### src/design/ssh_pkg.sv
// Package for selectable_string_hash: algorithm codes, start values, helpers.
// No dependencies.
package ssh_pkg;

    typedef enum logic [2:0] {
        ALG_DJB  = 3'd0,
        ALG_BKDR = 3'd1,
        ALG_RS   = 3'd2,
        ALG_AP   = 3'd3,
        ALG_JS   = 3'd4
    } algo_t;

    localparam logic [31:0] DJB_INIT  = 32'd5381;
    localparam logic [31:0] JS_INIT   = 32'd1315423911;
    localparam logic [31:0] BKDR_SEED = 32'd131;
    localparam logic [31:0] RS_M_INIT = 32'd63689;
    localparam logic [31:0] RS_M_STEP = 32'd378851;

    typedef struct packed {
        algo_t algo;
        logic  odd;
    } fold_ctl_t;

    // selector codes above 4 wrap modulo 5
    function automatic algo_t algo_of(input logic [2:0] sel);
        algo_t a;
        case (sel)
            3'd0, 3'd5: a = ALG_DJB;
            3'd1, 3'd6: a = ALG_BKDR;
            3'd2, 3'd7: a = ALG_RS;
            3'd3:       a = ALG_AP;
            default:    a = ALG_JS;
        endcase
        return a;
    endfunction

    function automatic logic [31:0] init_of(input algo_t a);
        logic [31:0] v;
        case (a)
            ALG_DJB: v = DJB_INIT;
            ALG_JS:  v = JS_INIT;
            default: v = 32'd0;
        endcase
        return v;
    endfunction

endpackage

### src/design/ssh_fold.sv
// One-byte fold step of the selectable string hash.
// Depends on ssh_pkg.
module ssh_fold (
    input  ssh_pkg::fold_ctl_t ctl,
    input  logic [31:0]        hash_cur,
    input  logic [31:0]        mult_cur,
    input  logic [7:0]         data_byte,
    output logic [31:0]        hash_next
);

    logic [31:0] c;

    assign c = {24'd0, data_byte};

    always_comb
    begin
        unique case (ctl.algo)
            ssh_pkg::ALG_DJB:  hash_next = hash_cur + (hash_cur << 5) + c;
            ssh_pkg::ALG_BKDR: hash_next = hash_cur * ssh_pkg::BKDR_SEED + c;
            ssh_pkg::ALG_RS:   hash_next = hash_cur * mult_cur + c;
            ssh_pkg::ALG_AP:
            begin
                if (ctl.odd)
                    hash_next = hash_cur ^ ~((hash_cur << 11) ^ c ^ (hash_cur >> 5));
                else
                    hash_next = hash_cur ^ ((hash_cur << 7) ^ c ^ (hash_cur >> 3));
            end
            default:           hash_next = hash_cur ^ ((hash_cur << 5) + c + (hash_cur >> 2));
        endcase
    end

endmodule

### src/design/selectable_string_hash.sv
// selectable_string_hash: string hash with a selectable algorithm.
// Depends on ssh_pkg and ssh_fold.
//
// Input channel: data_byte and is_last with in_valid / in_stall; one byte per
// item, is_last marks the final byte of a string. Output channel: hash_value
// with out_valid / out_stall; one item per string, given for its last byte.
// hash_select, written through hash_select_we, picks the algorithm: 0 DJB,
// 1 BKDR, 2 RS, 3 AP, 4 JS; 5..7 act as 0..2. The user must write it only
// while idle; the block itself does not enforce this. A byte enters the
// input register, is folded from there and the hash of a last byte lands in
// the output register. Throughput: one byte per cycle while in_stall is low;
// the fold of one byte (one 32x32 multiply plus add for RS) sets the cycle.
// When out_stall holds a result, non-last bytes keep flowing; a following last
// byte waits in the input register and in_stall rises until the result is taken.
// Reset clears the valid flags of both registers, selects DJB and marks the
// start of a string.
module selectable_string_hash (
    input  logic        clk,
    input  logic        rst_n,
    input  logic        hash_select_we,
    input  logic [2:0]  hash_select,
    input  logic        in_valid,
    output logic        in_stall,
    input  logic [7:0]  data_byte,
    input  logic        is_last,
    output logic        out_valid,
    input  logic        out_stall,
    output logic [31:0] hash_value
);

    logic [2:0]          sel_reg;
    logic                s1_valid_reg;
    logic [7:0]          s1_byte_reg;
    logic                s1_last_reg;
    logic [31:0]         hash_reg;
    logic [31:0]         mult_reg;
    logic                odd_reg;
    logic                start_reg;
    logic                out_valid_reg;
    logic [31:0]         out_hash_reg;

    logic                out_free;
    logic                s1_fire;
    logic                accept;
    ssh_pkg::algo_t      algo;
    ssh_pkg::fold_ctl_t  ctl;
    logic [31:0]         hash_cur;
    logic [31:0]         mult_cur;
    logic [31:0]         hash_next;

    assign out_free = !out_valid_reg || !out_stall;
    assign s1_fire  = s1_valid_reg && (!s1_last_reg || out_free);
    assign in_stall = s1_valid_reg && !s1_fire;
    assign accept   = in_valid && !in_stall;

    assign algo     = ssh_pkg::algo_of(sel_reg);
    assign hash_cur = start_reg ? ssh_pkg::init_of(algo) : hash_reg;
    assign mult_cur = start_reg ? ssh_pkg::RS_M_INIT : mult_reg;
    assign ctl.algo = algo;
    assign ctl.odd  = start_reg ? 1'b0 : odd_reg;

    ssh_fold u_fold (
        .ctl       (ctl),
        .hash_cur  (hash_cur),
        .mult_cur  (mult_cur),
        .data_byte (s1_byte_reg),
        .hash_next (hash_next)
    );

    always_ff @(posedge clk or negedge rst_n)
    begin
        if (!rst_n)
        begin
            sel_reg       <= 3'd0;
            s1_valid_reg  <= 1'b0;
            hash_reg      <= ssh_pkg::DJB_INIT;
            mult_reg      <= ssh_pkg::RS_M_INIT;
            odd_reg       <= 1'b0;
            start_reg     <= 1'b1;
            out_valid_reg <= 1'b0;
        end
        else
        begin
            if (hash_select_we)
                sel_reg <= hash_select;
            if (accept)
                s1_valid_reg <= 1'b1;
            else if (s1_fire)
                s1_valid_reg <= 1'b0;
            if (s1_fire)
            begin
                hash_reg  <= hash_next;
                mult_reg  <= mult_cur * ssh_pkg::RS_M_STEP;
                odd_reg   <= !ctl.odd;
                start_reg <= s1_last_reg;
            end
            if (s1_fire && s1_last_reg)
                out_valid_reg <= 1'b1;
            else if (!out_stall)
                out_valid_reg <= 1'b0;
        end
    end

    always_ff @(posedge clk)
    begin
        if (accept)
        begin
            s1_byte_reg <= data_byte;
            s1_last_reg <= is_last;
        end
        if (s1_fire && s1_last_reg)
            out_hash_reg <= hash_next;
    end

    assign out_valid  = out_valid_reg;
    assign hash_value = out_hash_reg;

endmodule

### config.mk
export PLATFORM = sky130hd
export DESIGN_NAME = selectable_string_hash
export DESIGN_NICKNAME = d
export VERILOG_FILES = /design/src/design/ssh_pkg.sv /design/src/design/ssh_fold.sv /design/src/design/selectable_string_hash.sv
export SDC_FILE = /design/constraint.sdc
export NUM_CORES = 2
export LEC_CHECK = 0
export BUFFER_PORTS_ARGS = -buffer_cell sky130_fd_sc_hd__buf_2
export CAP_MARGIN = 15
export CORE_MARGIN = 2
export CORE_UTILIZATION = 30
export CTS_CLUSTER_SIZE = 10
export DETAILED_ROUTE_END_ITERATION = 10
export PLACE_DENSITY = 0.48
export REMOVE_ABC_BUFFERS = 1
export SLEW_MARGIN = 10
export SYNTH_ARGS = -nofsm -noshare
export SYNTH_HDL_FRONTEND = slang
export SYNTH_SLANG_ARGS = --single-unit
### constraint.sdc
create_clock -name clk -period 9.7 [get_ports clk]
set_clock_uncertainty 0.2 [all_clocks]
set_input_delay 0.97 -clock clk [delete_from_list [all_inputs] [get_ports clk]]
set_output_delay 0.97 -clock clk [all_outputs]
set_load 0.01 [all_outputs]
Word-level counts from Yosys, hierarchy flattened
Index checks and enable logic that the tools add are counted.

Flip-flop bits (word level): 112. Input port bits: 17. Output and inout bits: 34. Word-level logic and storage cells: 67.

$add $sub $neg: 6. Multipliers: 3. Eq/ne operators: 11. Muxes and demuxes: 11. Bitwise operators: 8. Reduce and logical (&&, ||, !) cells: 18.

Operator list (number): $add 32x8->32 (4); $pmux 32 s4 (1); $mux 32 (3); $xor 32x32->32 (3); $xor 32x8->32 (2); $pmux 31 s2 (1); $add 32x30->32 (1); $add 32x32->32 (1); $mul 32x19->32 const B (1); $mul 32x32->32 (1); $mul 32x8->32 const B (1); $not 32->32 (1); $xor 32x27->32 (1); $xor 32x29->32 (1); $eq 3x2->1 const B (4); $eq 3x3->1 const B (4); $pmux 3 s4 (1); $eq 3x1->1 const B (2); $logic_not 1->1 (6); $logic_not 3->1 (2); $reduce_or 2->1 (3); $mux 1 (5); $logic_and 1x1->1 (4); $logic_or 1x1->1 (2); 2 further kinds (2).

Logic depth before layout (Yosys ltp)
Depth in word-level cells: 12. Mapped depth: 35. Depth with buffers taken out: 30.

Modules after synthesis
Synthesis repeated with hierarchy kept, for this count alone.

Cells, all modules: 4323. Area total of the unflattened synthesis: 37987.7 um^2.

By module, submodules not included: ssh_fold (times used 1, cells each 3047, area each 25697.1 um^2, seq. area each 0.0 um^2); selectable_string_hash (times used 1, cells each 1276, area each 12290.5 um^2, seq. area each 3026.7 um^2).

Worst setup path after synthesis
OpenSTA, ideal clock, no wires.

Path kind: register to register. From: register start_reg. To: register hash_reg[27]. Setup time: 0.128 ns. Arrival time: 8.782 ns. Data required time: 9.372 ns. Path slack: 0.590 ns. Stages on the path, launching flop included: 32. Path buffers: 8. Period minus slack after synthesis: 9.110 ns. Cell sequence: dfstp_2 -> buf_4 -> buf_6 -> buf_6 -> buf_2 -> clkbuf_1 -> buf_1 -> clkbuf_1 -> nor2b_1 -> clkbuf_1 -> nand2_1 -> fa_1 -> inv_1 -> fa_1 -> inv_1 -> fa_1 -> fa_1 -> fa_1 -> inv_1 -> fa_1 -> fa_1 -> fa_1 -> ha_1 -> and3_1 -> and2_1 -> a221o_1 -> nand2_1 -> a31oi_1 -> xor2_1 -> a2111oi_0 -> a32oi_2 -> mux2_1.

Longest elaborated chain between the ends: 7. Elaborated cells between the ends (all ways): 21. Classes of those cells: 6 x add/sub; 2 x mul; 5 x mux; 8 x bitwise.

RTL lines: start, declared (line selectable_string_hash.sv:38) `logic start_reg;`; start signal, assigned (line selectable_string_hash.sv:95) `start_reg <= s1_last_reg;`; branches (longest 6 deep; another with $mul 32x32->32); $pmux 32 s4 * (line ssh_fold.sv:17) `unique case (ctl.algo)`; named net hash_next[27] (line selectable_string_hash.sv:49) `logic [31:0] hash_next;`; end signal, assigned (line selectable_string_hash.sv:76) `hash_reg <= ssh_pkg::DJB_INIT;`; end signal, assigned (line selectable_string_hash.sv:92) `hash_reg <= hash_next;`; end, declared (line selectable_string_hash.sv:35) `logic [31:0] hash_reg;`.

Mark *: on every way through the listed nets, which the timed path passes. A chain may end at the register's enable or synchronous reset.

Worst setup path in the final report
Same ends and word-level chain as after synthesis.

==> results.json <==
{
  "outcome": "finished, final reports clean",
  "grt_pass1_wl_um": 215000,
  "max_freq_mhz": 107,
  "overflow": 0,
  "synth_top_family_by_area": "adder cells",
  "final_layout_size_suffix_gt1_share_pct": 7.58,
  "dieArea_sq_mm": 0.130,
  "synth_enable_flop_cells": 41,
  "core.rowCount": 130,
  "crit_buf_inv": 4,
  "synthArstFlopShare_pct": 63.4,
  "grt_util_all_layers_pct": 22.4,
  "syn_inst": 4314,
  "synth-simple-area-share_pct": 12.5,
  "yosysWarnings": 0,
  "first_global_vias": 31500,
  "syn_to_final_growth_pct": 8.22,
  "synth_cell_type_count": 107,
  "reg2reg_slack_ns": 0.37,
  "finalSetupViolations": 0,
  "worstRegToRegCells": 25,
  "synth_top_area_share_pct": 33.9,
  "post_cts_buffers": 0,
  "timing.setup.tns_ns": 0,
  "arrival_ns": 9.46,
  "vias_per_cell": 5.02,
  "yosysSeqAreaShare_pct": 7.94,
  "dr_total_vias": 30200,
  "cp_top_family": "adder cells",
  "cts_made_buffers": 9,
  "cts.reportedPaths.clkPinSlew_ns": 0.10,
  "final_util_pct": 32.8,
  "cts_sinks": 112,
  "hp-class": "input pin to asynchronous set/reset pin",
  "synth_compound_gate_area_share_pct": 11.1,
  "cpPeakStageDelay_ns": 0.99,
  "syn_area_sq_mm": 0.0381,
  "drv_slew": 0,
  "drc_errors": 0,
  "drt_pass1_iterations": 5,
  "max_slew.worst_pin.slew_ns": 1.10,
  "worstPathMaxFanout": 37,
  "n_fill_cell": 13400,
  "place_inst": 5999,
  "ant_nets": 0,
  "crit_type": "flop to flop",
  "synth_area_leaders": "fa_1, ha_1, inv_1",
  "crit_top_cell": "fa_1",
  "synth-xor-area-share_pct": 6.08,
  "synth_adder_area_share_pct": 50.3,
  "max-slew-margin-rel_pct": 26.0,
  "min_period_ns": 9.33,
  "mostFrequentLayoutCell": "inv_1",
  "dp_hpwl_um": 119000,
  "hold_violations": 0,
  "yosys_most_used_dff": "dfrtp_1",
  "cts-htree-levels": 3,
  "cts_tree": "yes",
  "r2r_end": "hash_reg[27]$_DFFE_PN0P_",
  "stdcell_count": 6018,
  "fp.dieH_um": 360,
  "io_buffers": 50,
  "worst_setup_path_end_kind": "flop",
  "avgSynthCellArea_sq_um": 8.84,
  "core-area_sq_mm": 0.126,
  "drt_wl_total_um": 144000,
  "clock_path_buffers": 2,
  "ys_ff_latch": 112,
  "cts_hold_buf": 0,
  "gp_congestion": 0.961,
  "cts_root_buffer": "clkbuf_16",
  "required_ns": 9.83,
  "r2r-start": "start_reg$_DFFE_PN1P_",
  "rsz0062_at_grt": "false",
  "drt-initial-drc-count": 2434,
  "start_util_pct": 30.3,
  "period_share_pct": 96.2,
  "die_x_um": 360,
  "wl_per_cell_um": 23.9,
  "io_pins": 51,
  "worstSkewPairLatency_ns": 0.44,
  "nets": 5522,
  "cp_slowest_cell": "dfstp_4",
  "final_cell_mix": "inv_1, fa_1, ha_1",
  "critPathLaunchType": "flop",
  "synth.mux.area_fraction_pct": 1.09,
  "yosysTopAreaCell": "fa_1",
  "grt_max_degree": 66,
  "antenna_found_initial": 3,
  "max_cap_viol_count": 0
}
[synthesized netlist by cell type (56+ instances only)]
cell type,instances
a21o_1,63
a21oi_1,160
and2_1,133
clkbuf_1,130
dfrtp_1,56
fa_1,645
ha_1,500
inv_1,940
nand2_1,465
nor2_1,215
o21ai_0,114
xnor2_1,191
xor2_1,64
[logic make-up (layout without fill, tap and decap cells)]
| kind of cell | Yosys count | after routing |
|---|---|---|
| AOI/OAI and AO/OA | 622 | 622 |
| xor gates and xnor gates | 259 | 259 |
| adders and majority gates | 1147 | 1147 |
| buffers and inverters | 1108 | 1159 |
| DFF | 112 | 112 |
| muxes | 38 | 38 |
| other | 0 | 3 |
| and+or+nand+nor | 1028 | 1028 |
[worst max path at each step]
stage | startpoint | end | cells after the start | slack [ns]
after global placement | start_reg$_DFFE_PN1P_ | hash_value[30]$_DFFE_PP_ | 25 | 0.56
final | start_reg$_DFFE_PN1P_ | hash_reg[27]$_DFFE_PN0P_ | 25 | 0.37
after floorplan | start_reg$_DFFE_PN1P_ | hash_reg[27]$_DFFE_PN0P_ | 24 | 0.79
after CTS | start_reg$_DFFE_PN1P_ | hash_value[30]$_DFFE_PP_ | 25 | 0.36
after global routing | start_reg$_DFFE_PN1P_ | hash_reg[27]$_DFFE_PN0P_ | 26 | 0.14
after detailed placement | start_reg$_DFFE_PN1P_ | hash_value[30]$_DFFE_PP_ | 25 | 0.38
[routing by layer]
layer	global-route usage, %	wire [um]	vias up
met1	30.7	63100	15400
met5	0	0	-
met4	6.83	4820	0
met3	2.92	8820	194
met2	36.7	66800	1012
li1	-	-	13600
[what timing repair did]
item,4_1_cts,5_1_grt
resized for setup,0,1
hold endpoints to repair,0,0
setup endpoints to repair,0,1
[per-stage QoR]
step | worst slack (ns) | hold WS [ns] | cell area, sq um
2_1_floorplan | 0.788 | 0.256 | 37500
3_3_place_gp | 0.556 | 0.288 | 40900
3_5_place_dp | 0.377 | 0.306 | 40900
4_1_cts | 0.362 | 0.324 | 41200
5_1_grt | 0.144 | 0.348 | 41200
6_report | 0.371 | 0.314 | 41300
[layout make-up]
type,instances,area [sq um],area share (%)
clock buffers,9,225,0.546
clock inverters,7,73.8,0.179
multi-input cells,3094,31000,75.0
inverters,951,3570,8.65
repair buffers,192,1330,3.23
diodes,3,7.51,0.0182
flip-flops and latches,112,3030,7.35
well taps,1650,2060,5.00
[worst register-to-register path: stages, from the launching register on]
cell and delay [ns]:
dfstp_4 0.99, and4bb_1 0.66, a21oi_1 0.12, clkinv_1 0.26, nand2_1 0.12, fa_1 0.54
fa_1 0.43, fa_1 0.49, fa_1 0.54, inv_1 0.05, fa_1 0.50, inv_1 0.07
fa_1 0.53, inv_1 0.05, fa_1 0.50, fa_1 0.41, ha_1 0.32, nand2_1 0.09
o21ai_0 0.60, a221o_1 0.30, nand2_1 0.09, a31oi_1 0.20, xor2_1 0.14, a2111oi_0 0.51
a32oi_2 0.18, mux2_1 0.31
Power is left out: the tool's default activity adds up to more than one toggle a clock period on the data nets, which glitch-free logic cannot reach.
